<file path="src/design/four_pin_position_calibrator_macros.svh">
// Assertion macros for the four-pin position calibrator.
`ifndef FOUR_PIN_POSITION_CALIBRATOR_MACROS_SVH
`define FOUR_PIN_POSITION_CALIBRATOR_MACROS_SVH
// Implication checked on every clock edge outside reset.
`define FPC_ASSERT_IMP(lbl, clk, rst_n, ante, cons) \
	lbl: assert property (@(posedge clk) disable iff (!rst_n) (ante) |-> (cons)) \
		else $error("assertion failed");
// Next-cycle implication checked outside reset.
`define FPC_ASSERT_NEXT(lbl, clk, rst_n, ante, cons) \
	lbl: assert property (@(posedge clk) disable iff (!rst_n) (ante) |=> (cons)) \
		else $error("assertion failed");
`endif

</file>
<file path="src/design/fpc_divider.sv">
// Pipelined restoring divider, one quotient bit per stage, signed wrapper.
`timescale 1ns / 1ps
module fpc_divider #(
	parameter int NUM_W = 40,
	parameter int DEN_W = 20,
	parameter int QUO_W = 17,
	parameter int TAG_W = 1
) (
	input logic clk,
	input logic arst_n,
	input logic en,
	input logic in_valid,
	input logic signed [NUM_W-1:0] num,
	input logic signed [DEN_W-1:0] den,
	input logic [TAG_W-1:0] tag_in,
	output logic out_valid,
	output logic signed [QUO_W:0] quo,
	output logic [TAG_W-1:0] tag_out
);
	// Magnitudes; quotient magnitude saturates at all ones of QUO_W bits.
	localparam int STAGES = QUO_W;
	logic [NUM_W-1:0] rem_s [STAGES+1];
	logic [DEN_W-1:0] dv_s [STAGES+1];
	logic [QUO_W-1:0] q_s [STAGES+1];
	logic ovf_s [STAGES+1];
	logic neg_s [STAGES+1];
	logic vld_s [STAGES+1];
	logic [TAG_W-1:0] tag_s [STAGES+1];

	logic [NUM_W-1:0] nmag;
	logic [DEN_W-1:0] dmag;
	assign nmag = num[NUM_W-1] ? NUM_W'(-num) : NUM_W'(num);
	assign dmag = den[DEN_W-1] ? DEN_W'(-den) : DEN_W'(den);

	always_comb begin
		rem_s[0] = nmag;
		dv_s[0] = dmag;
		q_s[0] = '0;
		ovf_s[0] = ((nmag >> QUO_W) >= NUM_W'(dmag));
		neg_s[0] = num[NUM_W-1] ^ den[DEN_W-1];
		vld_s[0] = in_valid;
		tag_s[0] = tag_in;
	end

	// One quotient bit per registered stage, most significant first.
	for (genvar g = 0; g < STAGES; g++) begin : g_stage
		localparam int SH = STAGES - 1 - g;
		logic [NUM_W-1:0] rem_r;
		logic [DEN_W-1:0] dv_r;
		logic [QUO_W-1:0] q_r;
		logic ovf_r, neg_r, vld_r;
		logic [TAG_W-1:0] tag_r;
		logic [NUM_W+QUO_W-1:0] dsh;
		logic fit;
		assign dsh = (NUM_W+QUO_W)'(dv_s[g]) << SH;
		assign fit = (NUM_W+QUO_W)'(rem_s[g]) >= dsh;
		always_ff @(posedge clk or negedge arst_n) begin
			if (!arst_n) vld_r <= 1'b0;
			else if (en) vld_r <= vld_s[g];
		end
		always_ff @(posedge clk) begin
			if (en) begin
				rem_r <= fit ? NUM_W'((NUM_W+QUO_W)'(rem_s[g]) - dsh) : rem_s[g];
				q_r <= q_s[g] | (fit ? (QUO_W'(1) << SH) : '0);
				dv_r <= dv_s[g];
				ovf_r <= ovf_s[g];
				neg_r <= neg_s[g];
				tag_r <= tag_s[g];
			end
		end
		assign rem_s[g+1] = rem_r;
		assign dv_s[g+1] = dv_r;
		assign q_s[g+1] = q_r;
		assign ovf_s[g+1] = ovf_r;
		assign neg_s[g+1] = neg_r;
		assign vld_s[g+1] = vld_r;
		assign tag_s[g+1] = tag_r;
	end

	logic [QUO_W-1:0] qm;
	assign qm = ovf_s[STAGES] ? '1 : q_s[STAGES];
	assign quo = neg_s[STAGES] ? -$signed({1'b0, qm}) : $signed({1'b0, qm});
	assign out_valid = vld_s[STAGES];
	assign tag_out = tag_s[STAGES];
endmodule

</file>
<file path="config.mk">
export PLATFORM = sky130hd
export DESIGN_NAME = fpc_divider
export DESIGN_NICKNAME = d
export VERILOG_FILES = /design/src/design/four_pin_position_calibrator_macros.svh /design/src/design/fpc_divider.sv
export SDC_FILE = /design/constraint.sdc
export NUM_CORES = 2
export LEC_CHECK = 0
export ABC_AREA = 1
export BUFFER_PORTS_ARGS = -buffer_cell sky130_fd_sc_hd__buf_4
export CAP_MARGIN = 20
export CORE_MARGIN = 1
export CORE_UTILIZATION = 50
export CTS_CLUSTER_SIZE = 8
export DETAILED_ROUTE_END_ITERATION = 16
export PLACE_DENSITY = 0.67
export RECOVER_POWER = 100
export SYNTH_ARGS = -nofsm -noshare
export SYNTH_HDL_FRONTEND = slang
export SYNTH_SLANG_ARGS = --single-unit
</file>
<file path="constraint.sdc">
create_clock -name clk -period 3.45 [get_ports clk]
set_clock_uncertainty 0.1 [all_clocks]
set_input_delay 0.5175 -clock clk [delete_from_list [all_inputs] [get_ports clk]]
set_output_delay 0.5175 -clock clk [all_outputs]
set_load 0.005 [all_outputs]
</file>
==> After elaboration in Yosys (flattened, before gate mapping) <==
Index checks and enable logic that the tools add are counted.
{ "op_classes": {"addsub": 19, "n_lt_le_gt_ge": 18, "mux": 37, "bitwise_logic": 17} }
{ "op_table": {"columns": ["op", "n"], "rows": [
  ["two-way mux 40 bit", 17],
  ["greater-or-equal comparator 40 x 20 -> 1 bit", 1],
  ["greater-or-equal comparator 40 x 21 -> 1 bit", 1],
  ["greater-or-equal comparator 40 x 22 -> 1 bit", 1],
  ["greater-or-equal comparator 40 x 23 -> 1 bit", 1],
  ["greater-or-equal comparator 40 x 24 -> 1 bit", 1],
  ["greater-or-equal comparator 40 x 25 -> 1 bit", 1],
  ["greater-or-equal comparator 40 x 26 -> 1 bit", 1],
  ["greater-or-equal comparator 40 x 27 -> 1 bit", 1],
  ["greater-or-equal comparator 40 x 28 -> 1 bit", 1],
  ["greater-or-equal comparator 40 x 29 -> 1 bit", 1],
  ["greater-or-equal comparator 40 x 30 -> 1 bit", 1],
  ["greater-or-equal comparator 40 x 31 -> 1 bit", 1],
  ["greater-or-equal comparator 40 x 32 -> 1 bit", 1],
  ["greater-or-equal comparator 40 x 33 -> 1 bit", 1],
  ["greater-or-equal comparator 40 x 34 -> 1 bit", 1],
  ["greater-or-equal comparator 40 x 35 -> 1 bit", 1],
  ["greater-or-equal comparator 40 x 36 -> 1 bit", 1],
  ["negation 40 bit", 1],
  ["subtractor 40 x 21 -> 40 bit", 1],
  ["subtractor 40 x 22 -> 40 bit", 1],
  ["subtractor 40 x 23 -> 40 bit", 1],
  ["subtractor 40 x 24 -> 40 bit", 1],
  ["subtractor 40 x 25 -> 40 bit", 1],
  ["other kinds (50)", 51]
]} }
{ "word_totals": {"register_bits": 1317, "inputBits": 65, "wordCells": 208} }

==> Depth between registers and ports, before layout <==
{ "depth": {"word_depth": 4, "mapped_depth": 28} }

==> Worst setup path before layout <==
No wires, ideal clock.
{ "synth_timing": {"path_type": "in2reg", "start": "in den[1]", "end": "reg g_stage[0].rem_r[35] (data pin)", "setup_ps": 257, "arrival_ps": 3416, "t_required_ps": 3093, "slack_ps": -323, "cell_stages": 28, "n_path_buf": 1, "path_cell_list": "inv_1 ha_1 inv_1 nor3_1 inv_1 nor3_1 nand3_1 o21ai_0 o21ai_0 xor2_1 inv_1 ha_1 nand2_1 inv_1 nand2_1 nor2_1 nand2_1 nor2_1 nand3_1 nor2_1 nand2_1 nor2_1 nand2_1 nand3_4 inv_4 buf_8 nand2_1 o21ai_2"} }
{ "synth_between": {"elab_chain_cells": 4, "elab_cells_between_ends": 5} }
{ "synth_rtl": {"columns": ["item", "line", "source"], "rows": [
  ["start: declaration", "fpc_divider.sv:14", "input logic signed [DEN_W-1:0] den,"],
  ["negation 20 bit *", "fpc_divider.sv:33", "assign dmag = den[DEN_W-1] ? DEN_W'(-den) : DEN_W'(den);"],
  ["two-way mux 20 bit *", "fpc_divider.sv:33", null],
  ["net dmag[18]", "fpc_divider.sv:31", "logic [DEN_W-1:0] dmag;"],
  ["subtractor 40 x 36 -> 40 bit or greater-or-equal comparator 40 x 36 -> 1 bit (tied branches)", "fpc_divider.sv:63, fpc_divider.sv:56", null],
  ["two-way mux 40 bit *", "fpc_divider.sv:63", "rem_r <= fit ? NUM_W'((NUM_W+QUO_W)'(rem_s[g]) - dsh) : rem_s[g];"],
  ["end signal: assignment", "fpc_divider.sv:63", null],
  ["end: declaration", "fpc_divider.sv:48", "logic [NUM_W-1:0] rem_r;"]
]} }
The timed path passes the listed nets; every way through them passes the cells marked *.
A chain may end at the register's enable or synchronous reset.

==> Worst setup path after layout <==
{ "layout_timing": {"start": "reg g_stage[16].ovf_r", "end": "out quo[14]"} }
{ "layout_between": {"elab_chain_cells": 3} }
{ "layout_rtl": {"columns": ["item", "line", "source"], "rows": [
  ["start: declaration", "fpc_divider.sv:51", "logic ovf_r, neg_r, vld_r;"],
  ["start signal: assignment", "fpc_divider.sv:66", "ovf_r <= ovf_s[g];"],
  ["two-way mux 17 bit *", "fpc_divider.sv:81", "assign qm = ovf_s[STAGES] ? '1 : q_s[STAGES];"],
  ["negation 17 -> 18 bit", "fpc_divider.sv:82", "assign quo = neg_s[STAGES] ? -$signed({1'b0, qm}) : $signed({1'b0, qm});"],
  ["two-way mux 18 bit *", "fpc_divider.sv:82", null],
  ["end: declaration", "fpc_divider.sv:17", "output logic signed [QUO_W:0] quo,"]
]} }
Every way passes the cells marked *; elsewhere a longest branch is shown, timed or not.

==> results_dict.tcl <==
set metrics [dict create \
    finalHoldViolCount 0 \
    maxCapViolCount 1 \
    drtIter0Drc 5117 \
    netlist_top_cells_count "nand2_1 (1428), edfxtp_1 (1164), inv_1 (1088), nor2_1 (803), a21oi_1 (490)" \
    worstSetupStartpointType "flip-flop" \
    hp-class "input port to flip-flop" \
    fp.dieH_um 371 \
    portBuffers 84 \
    gp_congestion 0.954 \
    track_usage_pct 27.0 \
    timing.final.ws_setup_ns -0.0638 \
    ant_nets 0 \
    power-per-cell-area_mw_per_mm2 766 \
    route.detailed.drc 0 \
    critPathCaptureType "primary output" \
    syn_avg_cell_area_um2 9.22 \
    start_util_pct 50.4 \
    grt_first_pass_wirelength_mm 286 \
    ir_drop_v 0.000503 \
    cp.required_ns 2.83 \
    synth.top_cell.area_share_pct 51.3 \
    fill_cells 11800 \
    clock-root-buffer "clkbuf_16" \
    fin_cells 9780 \
    min_period_over_period_pct 102 \
    dp.cells 9536 \
    critPathKind "flip-flop to primary output" \
    cts_buffer_depth 3 \
    p_leak_uw 0.0323 \
    cts.sinks 1181 \
    ys.warnings.count 0 \
    rsz0062_at_grt "true" \
    grt_max_degree 101 \
    syn-num-nets 7841 \
    syn_inst 7396 \
    cts_made_buffers 168 \
    crit_slowest_cell "edfxtp_1" \
    cts_tree "built" \
    hpwl_mm 148 \
    insertion_delay_ns 0.80 \
    die_w_um 371 \
    area_growth_pct 15.3 \
    core_mm2 0.135 \
    ys_ff_latch 1181 \
    cp_slowest_stage_delay_ns 0.37 \
    wl_mm 187 \
    synth_edf_count 1164 \
    synth_async_sr_flop_share_pct 1.44 \
    hold_ws_ns 0.0967 \
    ioPinCount 85 \
    cts.clk_slew.worst_paths_ns 0.05 \
    dr.pass1.iters 7 \
    cp_common_cell "buf_4" \
    ys_top_cells_by_area "edfxtp_1 (51%), nand2_1 (7.9%), ha_1 (6.7%)" \
    finalSetupViolCount 2 \
    yosysUniqueCellTypes 70 \
    synth_ff_type "edfxtp_1" \
    drive_gt1_share_pct 10.7 \
    post-synth-top-count-cell "nand2_1" \
    cts_max_level 4 \
    max_slew_margin_pct -18.2 \
    critPathMaxFanout 9 \
    vias 53000 \
    fin_nets 8399 \
    overflow 0 \
    post_drt_via_cell_ratio 5.42 \
    yosysTopAreaCell "edfxtp_1" \
    tightest_slew_ns 1.77 \
    maxSlewViolCount 56 \
    period_needed_ns 3.51 \
    syn-cell-area_mm2 0.0682 \
    failed_checks "max-capacitance violations, max-slew violations, negative setup slack" \
    rows 135 \
    grt_pass1_vias 50200 \
    wl_per_cell_um 19.1 \
    antenna_found_initial 2 \
    path_cells "buf_6, buf_6, buf_4, buf_4, nor2_1, nand2_1, nor4_2, o21ai_2, buf_4, xor2_1, buf_4" \
    max_freq_mhz 285 \
    status "complete, but fails checks" \
    dieArea_mm2 0.138 \
    arrival_ns 2.90 \
    yosysSeqAreaShare_pct 51.9 \
]
layout make-up:
type / count / area, µm² / share of cell area [%]
flip-flops and latches: 1181 / 35400 / 45.0
multi-input cells: 5027 / 28500 / 36.3
clock buffers: 193 / 4350 / 5.53
inverters: 1103 / 4160 / 5.30
repair buffers: 471 / 3600 / 4.58
well taps: 1781 / 2230 / 2.83
clock inverters: 21 / 323 / 0.411
repair inverters: 2 / 25.0 / 0.0318
diodes: 1 / 2.50 / 0.00318
path summary, 6_finish.rpt:
path / endpoint / depth (start not counted) / slack [ns] / start
min: g_stage[0].dv_r[18] / 3 / 0.1 / den[18]
min reg2reg: g_stage[8].ovf_r / 0 / 0.31 / g_stage[7].ovf_r
min in group asynchronous: g_stage[14].vld_r / 3 / 0.54 / arst_n
max reg2reg: g_stage[2].rem_r[38] / 12 / 0.22 / g_stage[1].dv_r[0]
max in group asynchronous: g_stage[6].vld_r / 4 / 1.38 / arst_n
max: quo[14] / 11 / -0.06 / g_stage[16].ovf_r
cell usage in the layout, fill, tap and decap left out, types with 221 or more instances in the layout:
cell type / synthesis / layout
a21oi_1: 490 / 485
buf_4: 9 / 392
edfxtp_1: 1164 / 1164
xnor2_1: 223 / 221
nand3_1: 286 / 284
o21ai_0: 489 / 481
inv_1: 1088 / 1075
ha_1: 364 / 355
nand2_1: 1428 / 1414
nor2_1: 803 / 791
stage by stage:
| stage | total power (µW) | util (%) | cell area, µm² | setup slack, ns | setup TNS (ns) |
|---|---|---|---|---|---|
| floorplan | 37500 | - | 68300 | -0.00687 | -0.0403 |
| global placement | 44900 | 54.5 | 73700 | -0.670 | -16.07 |
| detailed placement | 45100 | 54.5 | 73700 | -0.687 | -16.34 |
| CTS | 60200 | 58.1 | 78600 | -0.119 | -0.317 |
| global route | 64100 | 58.1 | 78600 | -0.224 | -4.19 |
| finish | 60200 | 58.1 | 78600 | -0.0638 | -0.101 |
registers in the layout, indices dropped and copies added, names as in the netlist:
name,cells
g_stage.rem_r,640
g_stage.q_r,153
g_stage.ovf_r,17
out_valid,1
g_stage.neg_r,17
g_stage.tag_r,16
g_stage.dv_r,320
g_stage.vld_r,16
tag_out,1
per-layer routing:
layer	GRT usage, %	vias up	wire length (µm)
met4	8.92	0	5900
met5	0	-	0
met1	38.5	24800	84900
met3	4.37	292	12900
li1	-	26100	-
met2	42.0	1804	83500
what timing repair did:
| item | 4_1_cts | 5_1_grt |
|---|---|---|
| endpoints found under the setup margin | 10 | 37 |
| gates resized for setup | 21 | 79 |
| cloned | 0 | 2 |
| hold buffers | 7 | 1 |
| buffers inserted | 8 | 11 |
| pin swaps | 11 | 34 |
| endpoints found under the hold margin | 21 | 1 |
kinds of logic (layout without fill, tap and decap cells):
| logic type | after synthesis | after routing | synth area share (%) |
|---|---|---|---|
| multiplexers | 1 | 1 | 0.0165 |
| adder cells (fa/ha/maj) | 380 | 380 | 7.15 |
| AO/OA/AOI/OAI | 1278 | 1278 | 10.4 |
| buffers and inverters | 1188 | 1790 | 6.77 |
| AND/OR/NAND/NOR | 2938 | 2938 | 18.3 |
| other | 0 | 1 | 0 |
| XOR/XNOR | 430 | 430 | 5.53 |
| flip-flops | 1181 | 1181 | 51.9 |
report_power, final:
| group | switching (µW) | internal [µW] | leakage, µW |
|---|---|---|---|
| clock | 6020 | 8830 | 0.00227 |
| combinational | 14600 | 8450 | 0.0186 |
| sequential | 2330 | 20000 | 0.0114 |
| total | 22900 | 37300 | 0.0323 |
worst max-delay path, delay by kind of cell, from the launching register on:
kind / cells / cell delay, ns
AND/OR/NAND/NOR: 3 / 0.55
AO/OA/AOI/OAI: 1 / 0.11
XOR/XNOR: 1 / 0.17
buffers and inverters: 6 / 0.92
flip-flops: 1 / 0.37
No activity file was read; power rests on OpenSTA's default activity.
