**src/design/four_pin_position_calibrator_macros.svh**
```systemverilog
// Assertion macros for the four-pin position calibrator.
`ifndef FOUR_PIN_POSITION_CALIBRATOR_MACROS_SVH
`define FOUR_PIN_POSITION_CALIBRATOR_MACROS_SVH
// Implication checked on every clock edge outside reset.
`define FPC_ASSERT_IMP(lbl, clk, rst_n, ante, cons) \
	lbl: assert property (@(posedge clk) disable iff (!rst_n) (ante) |-> (cons)) \
		else $error("assertion failed");
// Next-cycle implication checked outside reset.
`define FPC_ASSERT_NEXT(lbl, clk, rst_n, ante, cons) \
	lbl: assert property (@(posedge clk) disable iff (!rst_n) (ante) |=> (cons)) \
		else $error("assertion failed");
`endif

```
**src/design/fpc_pkg.sv**
```systemverilog
// Package with shared types and constants of the four-pin position calibrator.
`timescale 1ns / 1ps
package fpc_pkg;
	localparam int PinLow = 250;
	localparam int RawLimit = 4096;
	localparam int PosScale = 25 * 1024;
	localparam int QuoWidth = 17;
	localparam int DivWidth = 40;

	typedef enum logic [2:0] {
		REG_PIN_OFFSETS = 3'd0,
		REG_ENERGY_GAIN = 3'd1,
		REG_ENERGY_OFFSET = 3'd2,
		REG_TIME_GAIN = 3'd3,
		REG_TIME_OFFSET = 3'd4,
		REG_X_CORRECTION = 3'd5,
		REG_Y_CORRECTION = 3'd6
	} reg_index_t;

	typedef struct packed {
		logic [47:0] pin_offsets;
		logic [15:0] energy_gain;
		logic signed [15:0] energy_offset;
		logic [15:0] time_gain;
		logic signed [15:0] time_offset;
		logic [31:0] x_correction;
		logic [31:0] y_correction;
	} cfg_t;

	typedef struct packed {
		logic si_fired;
		logic signed [23:0] energy_cal;
		logic signed [23:0] time_calibrated;
		logic calibrated_in_window;
		logic [2:0] pin_multiplicity;
		logic [5:0] signal_mask;
		logic position_valid;
	} side_t;

	typedef struct packed {
		logic si_fired;
		logic signed [23:0] energy_cal;
		logic signed [23:0] time_calibrated;
		logic calibrated_in_window;
		logic [2:0] pin_multiplicity;
		logic [5:0] signal_mask;
		logic position_valid;
		logic signed [15:0] x_position;
		logic signed [15:0] y_position;
		logic signed [15:0] x_corrected;
		logic signed [15:0] y_corrected;
	} result_t;

	// Saturate a wide signed value to 16 bits.
	function automatic logic signed [15:0] sat16(input logic signed [47:0] v);
		logic signed [15:0] r;
		if (v > 48'sd32767) r = 16'sh7fff;
		else if (v < -48'sd32768) r = 16'sh8000;
		else r = v[15:0];
		return r;
	endfunction
endpackage

```
**src/design/fpc_front.sv**
```systemverilog
// Front stages: windows, linear calibration, pin offsets and position numerators.
`timescale 1ns / 1ps
module fpc_front #(
	parameter int RAW_WIDTH = 16
) (
	input logic clk,
	input logic arst_n,
	input logic en,
	input logic in_valid,
	input logic [15:0] energy_raw,
	input logic [15:0] time_raw,
	input logic [15:0] pin_a_raw,
	input logic [15:0] pin_b_raw,
	input logic [15:0] pin_c_raw,
	input logic [15:0] pin_d_raw,
	input fpc_pkg::cfg_t cfg,
	output logic out_valid,
	output fpc_pkg::side_t side,
	output logic signed [fpc_pkg::DivWidth-1:0] num_x,
	output logic signed [fpc_pkg::DivWidth-1:0] num_y,
	output logic signed [19:0] den
);
	import fpc_pkg::*;

	logic [RAW_WIDTH-1:0] e_r, t_r;
	logic [RAW_WIDTH-1:0] p_r [4];
	assign e_r = energy_raw[RAW_WIDTH-1:0];
	assign t_r = time_raw[RAW_WIDTH-1:0];
	assign p_r[0] = pin_a_raw[RAW_WIDTH-1:0];
	assign p_r[1] = pin_b_raw[RAW_WIDTH-1:0];
	assign p_r[2] = pin_c_raw[RAW_WIDTH-1:0];
	assign p_r[3] = pin_d_raw[RAW_WIDTH-1:0];

	// Stage 1: products, pin windows and offset subtraction.
	logic v_s1, fired_s1;
	logic [31:0] eprod_s1, tprod_s1;
	logic [3:0] pmask_s1;
	logic [1:0] nz_s1;
	logic signed [17:0] pc_s1 [4];
	always_ff @(posedge clk or negedge arst_n) begin
		if (!arst_n) v_s1 <= 1'b0;
		else if (en) v_s1 <= in_valid;
	end
	always_ff @(posedge clk) begin
		if (en) begin
			fired_s1 <= (e_r != '0) && (32'(e_r) < 32'(RawLimit));
			eprod_s1 <= 32'(cfg.energy_gain) * 32'(e_r);
			tprod_s1 <= 32'(cfg.time_gain) * 32'(t_r);
			nz_s1 <= {t_r != '0, e_r != '0};
			for (int i = 0; i < 4; i++) begin
				pmask_s1[i] <= (32'(p_r[i]) > 32'(PinLow)) && (32'(p_r[i]) < 32'(RawLimit));
				pc_s1[i] <= $signed(18'(p_r[i])) - $signed(18'(cfg.pin_offsets[12*i +: 12]));
			end
		end
	end

	// Stage 2: calibrated values, pin sums.
	logic v_s2, fired_s2;
	logic signed [25:0] ecal_s2, tcal_s2;
	logic [3:0] pmask_s2;
	logic [1:0] nz_s2;
	logic signed [19:0] sum_s2, dx_s2, dy_s2;
	always_ff @(posedge clk or negedge arst_n) begin
		if (!arst_n) v_s2 <= 1'b0;
		else if (en) v_s2 <= v_s1;
	end
	always_ff @(posedge clk) begin
		if (en) begin
			fired_s2 <= fired_s1;
			ecal_s2 <= $signed({2'b0, eprod_s1[31:8]}) + 26'(cfg.energy_offset);
			tcal_s2 <= $signed({2'b0, tprod_s1[31:8]}) + 26'(cfg.time_offset);
			pmask_s2 <= pmask_s1;
			nz_s2 <= nz_s1;
			sum_s2 <= 20'(pc_s1[0]) + 20'(pc_s1[1]) + 20'(pc_s1[2]) + 20'(pc_s1[3]);
			dx_s2 <= 20'(pc_s1[1]) + 20'(pc_s1[2]) - 20'(pc_s1[3]) - 20'(pc_s1[0]);
			dy_s2 <= 20'(pc_s1[3]) + 20'(pc_s1[2]) - 20'(pc_s1[0]) - 20'(pc_s1[1]);
		end
	end

	// Stage 3: saturation, window flags, scaled numerators.
	logic signed [23:0] ecs, tcs;
	assign ecs = (ecal_s2 > 26'sd8388607) ? 24'sh7fffff :
		(ecal_s2 < -26'sd8388608) ? 24'sh800000 : ecal_s2[23:0];
	assign tcs = (tcal_s2 > 26'sd8388607) ? 24'sh7fffff :
		(tcal_s2 < -26'sd8388608) ? 24'sh800000 : tcal_s2[23:0];
	logic allin;
	assign allin = &pmask_s2;
	always_ff @(posedge clk or negedge arst_n) begin
		if (!arst_n) out_valid <= 1'b0;
		else if (en) out_valid <= v_s2;
	end
	always_ff @(posedge clk) begin
		if (en) begin
			side.si_fired <= fired_s2;
			side.energy_cal <= ecs;
			side.time_calibrated <= tcs;
			side.calibrated_in_window <= (ecs >= 24'sd16) && (ecs < 24'sd65536)
				&& (tcs >= 24'sd160) && (tcs < 24'sd60800);
			side.pin_multiplicity <= 3'(pmask_s2[0]) + 3'(pmask_s2[1])
				+ 3'(pmask_s2[2]) + 3'(pmask_s2[3]);
			side.signal_mask <= {nz_s2, pmask_s2};
			side.position_valid <= allin && (sum_s2 != '0);
			num_x <= DivWidth'(dx_s2) * DivWidth'($signed(PosScale));
			num_y <= DivWidth'(dy_s2) * DivWidth'($signed(PosScale));
			den <= (sum_s2 == '0) ? 20'sd1 : sum_s2;
		end
	end
endmodule

```
**config.mk**
```make
export PLATFORM = sky130hd
export DESIGN_NAME = fpc_front
export DESIGN_NICKNAME = d
export VERILOG_FILES = /design/src/design/four_pin_position_calibrator_macros.svh /design/src/design/fpc_pkg.sv /design/src/design/fpc_front.sv
export SDC_FILE = /design/constraint.sdc
export NUM_CORES = 2
export LEC_CHECK = 0
export ABC_AREA = 1
export BUFFER_PORTS_ARGS = -buffer_cell sky130_fd_sc_hd__buf_2
export CAP_MARGIN = 20
export CORE_MARGIN = 2
export CORE_UTILIZATION = 30
export CTS_CLUSTER_SIZE = 10
export DETAILED_ROUTE_END_ITERATION = 10
export SYNTH_ARGS = -nofsm -noshare
export SYNTH_HDL_FRONTEND = slang
export SYNTH_SLANG_ARGS = --single-unit
```
**constraint.sdc**
```tcl
create_clock -name clk -period 4.45 [get_ports clk]
set_input_delay 0.6675 -clock clk [delete_from_list [all_inputs] [get_ports clk]]
set_output_delay 0.6675 -clock clk [all_outputs]
set_load 0.01 [all_outputs]
```
* Yosys cells after proc, flatten, opt, wreduce, memory -nomap -nowiden
Memories as Yosys holds them, arrays and structs flattened.
Cells that the tools add are included.
** Word-level totals
- Register bits after elaboration :: 333
- Memory bits (writable) :: 72
- Input port bits :: 276
- Output and inout port bits :: 161
- Word-level logic and storage cells :: 86
- Memories kept :: 1
** Memory list
- pc_s1 :: depth 4, width 18, read ports 4, clocked after Yosys merged registers in 0, write ports 4, line fpc_front.sv:39 : logic signed [17:0] pc_s1 [4];
** Operators by class
- $add $sub $neg :: 18
- $mul :: 4
- Magnitude comparators :: 17
- Multiplexer cells :: 6
- Reductions and logical operators :: 14
** Operators by type and width (count)
- 24-bit two-way mux :: 4
- 16-bit by 13-bit < comparator with 1-bit output (second input constant) :: 5
- 16-bit by 12-bit subtractor with 17-bit output :: 4
- 16-bit by 8-bit > comparator with 1-bit output (second input constant) :: 4
- 16-bit by 16-bit multiplier with 32-bit output :: 2
- 18-bit by 18-bit adder with 19-bit output :: 3
- 25-bit by 16-bit adder with 26-bit output :: 2
- 26-bit by 24-bit > comparator with 1-bit output (second input constant) :: 2
- 26-bit by 24-bit < comparator with 1-bit output (second input constant) :: 2
- 20-bit by 6-bit multiplier with 26-bit output (second input constant) :: 2
- 19-bit by 18-bit subtractor with 20-bit output :: 2
- 20-bit by 18-bit subtractor with 20-bit output :: 2
- 16-bit nonzero test :: 2
- 24-bit by 6-bit greater-or-equal comparator with 1-bit output (second input constant) :: 1
- 24-bit by 9-bit greater-or-equal comparator with 1-bit output (second input constant) :: 1
- 24-bit by 17-bit < comparator with 1-bit output (second input constant) :: 1
- 24-bit by 18-bit < comparator with 1-bit output (second input constant) :: 1
- 19-bit by 18-bit adder with 20-bit output :: 1
- 20-bit by 18-bit adder with 20-bit output :: 1
- 20-bit zero test :: 1
- 20-bit nonzero test :: 1
- 1-bit logical AND :: 9
- 4-bit AND reduction :: 1
- 2-bit by 1-bit adder with 3-bit output :: 1
- 3 further kinds :: 4

* Logic depth before layout (Yosys ltp)
- Depth in word-level cells :: 7
- Depth in mapped cells :: 28
- Gate-level depth less buffers :: 26

* Least setup slack after synthesis
Ideal clock, no wire load.
- Kind :: input port to flip-flop
- Start point :: input port time_raw[9]
- End point :: register tprod_s1[29], data pin
- Library setup time :: 0.252 ns
- Arrival :: 5.611 ns
- Required time :: 4.198 ns
- Path slack :: -1.413 ns
- Stages on the path :: 23
- Path buffers :: 2
- Cell sequence :: clkbuf_1 clkbuf_1 nand2_1 fa_1 inv_1 fa_1 inv_1 fa_1 inv_1 fa_1 fa_1 inv_1 fa_1 inv_1 ha_1 a21oi_1 o21ai_0 a21oi_1 nor2_1 nor2_1 nand2_1 nand2_1 nand2_1
** On the way
- Longest elaborated chain between the ends :: 1
** RTL lines
- start, declared :: line fpc_front.sv:11 : input logic [15:0] time_raw,
- 16-bit by 16-bit multiplier with 32-bit output :: line fpc_front.sv:48 : tprod_s1 <= 32'(cfg.time_gain) * 32'(t_r);
- end signal, assigned :: line fpc_front.sv:48
- end, declared :: line fpc_front.sv:36 : logic [31:0] eprod_s1, tprod_s1;
No other way between the ends.
A chain may end at the register's enable or synchronous reset.

* Worst setup path after layout
- Start point :: input port cfg[88] (netlist bit)
- End point :: register tprod_s1[29], data pin
** On the way
- Longest elaborated chain between the ends :: 1
** RTL lines
- start, declared :: line fpc_front.sv:16 : input fpc_pkg::cfg_t cfg,
- 16-bit by 16-bit multiplier with 32-bit output :: line fpc_front.sv:48
No other way between the ends.

==> metrics.md <==
| Metric | Value |
|---|---|
| Vias in the first global route | `between 30000 and 40000` |
| Routed Antenna Nets | `0` |
| Crit path cell chain | `buf_16 -> buf_6 -> nand2_4 -> inv_2 -> fa_1 -> inv_2 -> fa_1 -> fa_2 -> inv_2 -> fa_2 -> fa_1 -> inv_2 -> fa_1 -> inv_2 -> ha_4 -> a21oi_4 -> buf_6 -> o21ai_4 -> a21oi_2 -> nor2_1 -> nor2_1 -> nand2_1 -> nand2_1 -> nand2_1` |
| Clk slew on worst S/H paths | `about 0.060 ns` |
| Mapped Cells | `around 5700` |
| Synth Flop Type | `edfxtp_1` |
| Worst setup SP type | `primary input` |
| Mux share of post-synthesis cell area | `0.000241` |
| Critical path arrival | `approximately 5.4 ns` |
| CP endpoint kind | `register` |
| Global route overflow | `0` |
| Final setup fails | `46` |
| Setup CP Type | `in -> reg` |
| First drt pass iteration count | `6` |
| Slowest stage delay, CP | `approximately 0.59 ns` |
| Crit path time final | `around 5 ns` |
| Simple-gate portion of the synthesized area | `0.178` |
| Hold crit path type | `in -> reg` |
| DR iter-0 viols | `approximately 2300` |
| Slew @ Worst Pin | `roughly 0.9 ns` |
| Row count | `approximately 140` |
| Status | `finished, violations left` |
| Total global-route track usage | `0.183` |
| TritonCTS clock tree | `built` |
| Clock sink total | `between 300 and 400` |
| Via density per instance | `about 4.7` |
| Post-Syn Area | `~47000 um2` |
| EDFF count, synth | `374` |
| Fin nets | `between 7000 and 8000` |
| Synth top area share | `0.240` |
| Setup TNS | `-16.68 ns` |
| Worst r2r src | `pc_s1[0][0]` |
| Dpl hpwl | `124000 um` |
| Register area | `11300 um2` |
| Top cells by area, synth | `edfxtp_1 24%, fa_1 23%, ha_1 13%` |
| Worst path most repeated cell | `inv_2` |
| Largest family of logic cells by synthesized area | `adder cells` |
| Leading area contributor after synthesis | `edfxtp_1` |
| # IOs | `roughly 440` |
| Synth-to-layout area growth | `24.7%` |
| Crit path from | `cfg[88]` |
| R2R setup slack | `between 0.5 and 0.6 ns` |
| Synthesized flop and latch total | `between 300 and 400` |
| Core area | `~150000 um2` |
| Initial antenna violation count | `41` |
| Clock Skew | `0.0570 ns` |
| Drc violations | `0` |
| Die area | `159000 um2` |
| CP bufs+invs | `8` |
| Max-slew violation count | `0` |
| Sequential area share after synthesis | `0.242` |
| WL/cell | `between 15 and 20 um` |
| Die height | `around 400 um` |
| Xor/xnor share of the synthesized area | `0.0332` |
| Cell family with most CP delay | `adder cells` |
| Worst-case clock buffer depth | `3` |
| Final WL | `between 100000 and 150000 um` |
| Fmax | `~0.20 GHz` |
| CP endpoint | `tprod_s1[29]` |
| IO Port Bufs | `between 300 and 400` |
| Global-route wire length before repair | `around 220000 um` |
| Num CTS Buffers | `roughly 50` |
| Area of the multi-input gates | `between 30000 and 40000 um2` |
| Ys Warns | `0` |
| Slew HR | `0.392` |
| CP Data Required Time | `4.86 ns` |
| Vias | `~39000` |
| Largest net degree at the start of global routing | `approximately 110` |
| Root Buffer | `clkbuf_16` |
| Failing checks | `setup timing` |
| Syn avg cell area | `between 8 and 9 um2` |
| WP depth | `24` |
| RSZ-0062 raised after global routing | `yes` |
| Fillcell total | `15600` |
| Max Cap Violations | `0` |
| Distinct cells, synth | `50` |
| Ys async rst share | `0.00796` |
| R2r endpoint | `dy_s2[16]` |
| Share of layout cells above drive strength 1 | `0.202` |
| Crit-path slowest cell | `fa_2` |
| Critical path fanouts, max | `5` |
| Reg2Reg Depth | `16` |
| Placer Congestion | `around 0.94` |
| Die Span X | `around 400 um` |
| Compound-Gate Fraction of Synth Area | `0.0649` |
| H-tree Lvls | `2` |
| Initial Util | `0.302` |
| Clk_lat worst skew | `about 0.66 ns` |
| Worst setup margin | `-0.517 ns` |
| Fin crit share | `1.12` |
| Post-synthesis adder-cell area fraction | `0.359` |
| Final Hold Viols | `0` |
## logic make-up after synthesis
| kind of cell | after synthesis |
|---|---|
| muxes | 1 |
| AOI/OAI and AO/OA | 552 |
| xor gates and xnor gates | 177 |
| DFF | 377 |
| buffers and inverters | 1491 |
| adders and majority gates | 1019 |
| other | 1 |
| and+or+nand+nor | 2033 |
## final cells by class
cell class                 instances  area share
inverter                        1310      0.0845
tap                             2044      0.0439
clock buffer                      70      0.0237
sequential                       377       0.194
timing repair buffer             714      0.0983
clock inverter                    21     0.00539
antenna                            7    0.000301
multi-input combinational       3802       0.550
## stage by stage
stage	area (um2)	setup WS (ns)	std cells	hold slack [ns]	util
finish	58200	-0.517	8345	0.225	0.377
global route	58200	-0.625	8341	0.188	0.377
CTS	57200	-0.386	8312	0.163	0.371
detailed placement	53500	-1.41	8167	0.406	0.346
global placement	53500	-1.35	8167	0.403	0.346
floorplan	48600	-0.937	5670	0.372	-
## synthesized netlist by cell type, drive strengths merged, types with 39 or more instances
master,count
nand2,1367
inv,1309
fa,534
ha,485
edfxtp,374
nor2,303
a21oi,289
nand3,195
o21ai,179
clkbuf,144
xor2,138
nand4,65
nor3,49
xnor2,39
## worst min path at each step
stage | startpoint | end | slack (ns) | depth (start not counted)
after floorplan | arst_n | out_valid | 0.37 | 0
after detailed placement | pmask_s1[2] | pmask_s2[2] | 0.41 | 0
after CTS | in_valid | v_s1 | 0.16 | 3
after global routing | in_valid | v_s1 | 0.19 | 3
final | in_valid | v_s1 | 0.22 | 3
after global placement | nz_s2[0] | side[5] | 0.40 | 0
## tightest hold or removal path, stage by stage
cell and delay (ns):
buf_2 0.08, nand2_1 0.04, o21ai_0 0.06
## state kept, by name, indices dropped and copies added, names as in the netlist, 20 cells and up
| name | cells |
|---|---|
| tprod_s1 | 24 |
| dx_s2 | 20 |
| sum_s2 | 20 |
| ecal_s2 | 26 |
| num_x | 26 |
| side | 60 |
| dy_s2 | 20 |
| pc_s1 | 68 |
| tcal_s2 | 26 |
| den | 20 |
| num_y | 26 |
| eprod_s1 | 24 |
## layer usage
| metal | track usage | routed length (um) | vias up |
|---|---|---|---|
| met5 | 0 | 282 | - |
| met4 | 0.0366 | 3390 | 44 |
| met2 | 0.299 | 67000 | 1050 |
| met1 | 0.247 | 65700 | 18900 |
| li1 | - | - | 18700 |
| met3 | 0.0447 | 10800 | 228 |
## timing repair
action | 4_1_cts | 5_1_grt
endpoints found under the setup margin | 47 | 48
pin swaps | 166 | 145
setup buffers | 49 | 27
hold buffers | 1 | 0
resized for setup | 418 | 201
hold endpoints to repair | 3 | 0
cloned | 6 | 2
## placed cells by master (no fill, tap or decap), types with 10 or more instances in the layout
cell	n
xor2_1	126
clkbuf_16	53
nor3_1	43
a21oi_2	28
nand3_2	21
ha_1	440
o21ai_1	20
nand2_1	1225
buf_6	66
nand4_1	65
a21oi_4	15
a21oi_1	246
buf_4	282
nor2_4	30
buf_2	295
nand3b_1	10
nand2_4	44
inv_1	1219
fa_2	22
buf_8	16
nand3_1	172
inv_2	89
nor2_2	20
nor2_1	253
nand2_2	93
fa_1	512
buf_12	44
o21bai_1	12
a31oi_1	12
edfxtp_1	374
ha_4	42
a21o_1	18
conb_1	20
clkbuf_1	16
o21ai_0	129
o21ai_2	22
xnor2_1	39
nor4_1	21
xor2_2	10
Power is left out: the tool's default activity adds up to more than one toggle a clock period on the data nets, which glitch-free logic cannot reach.
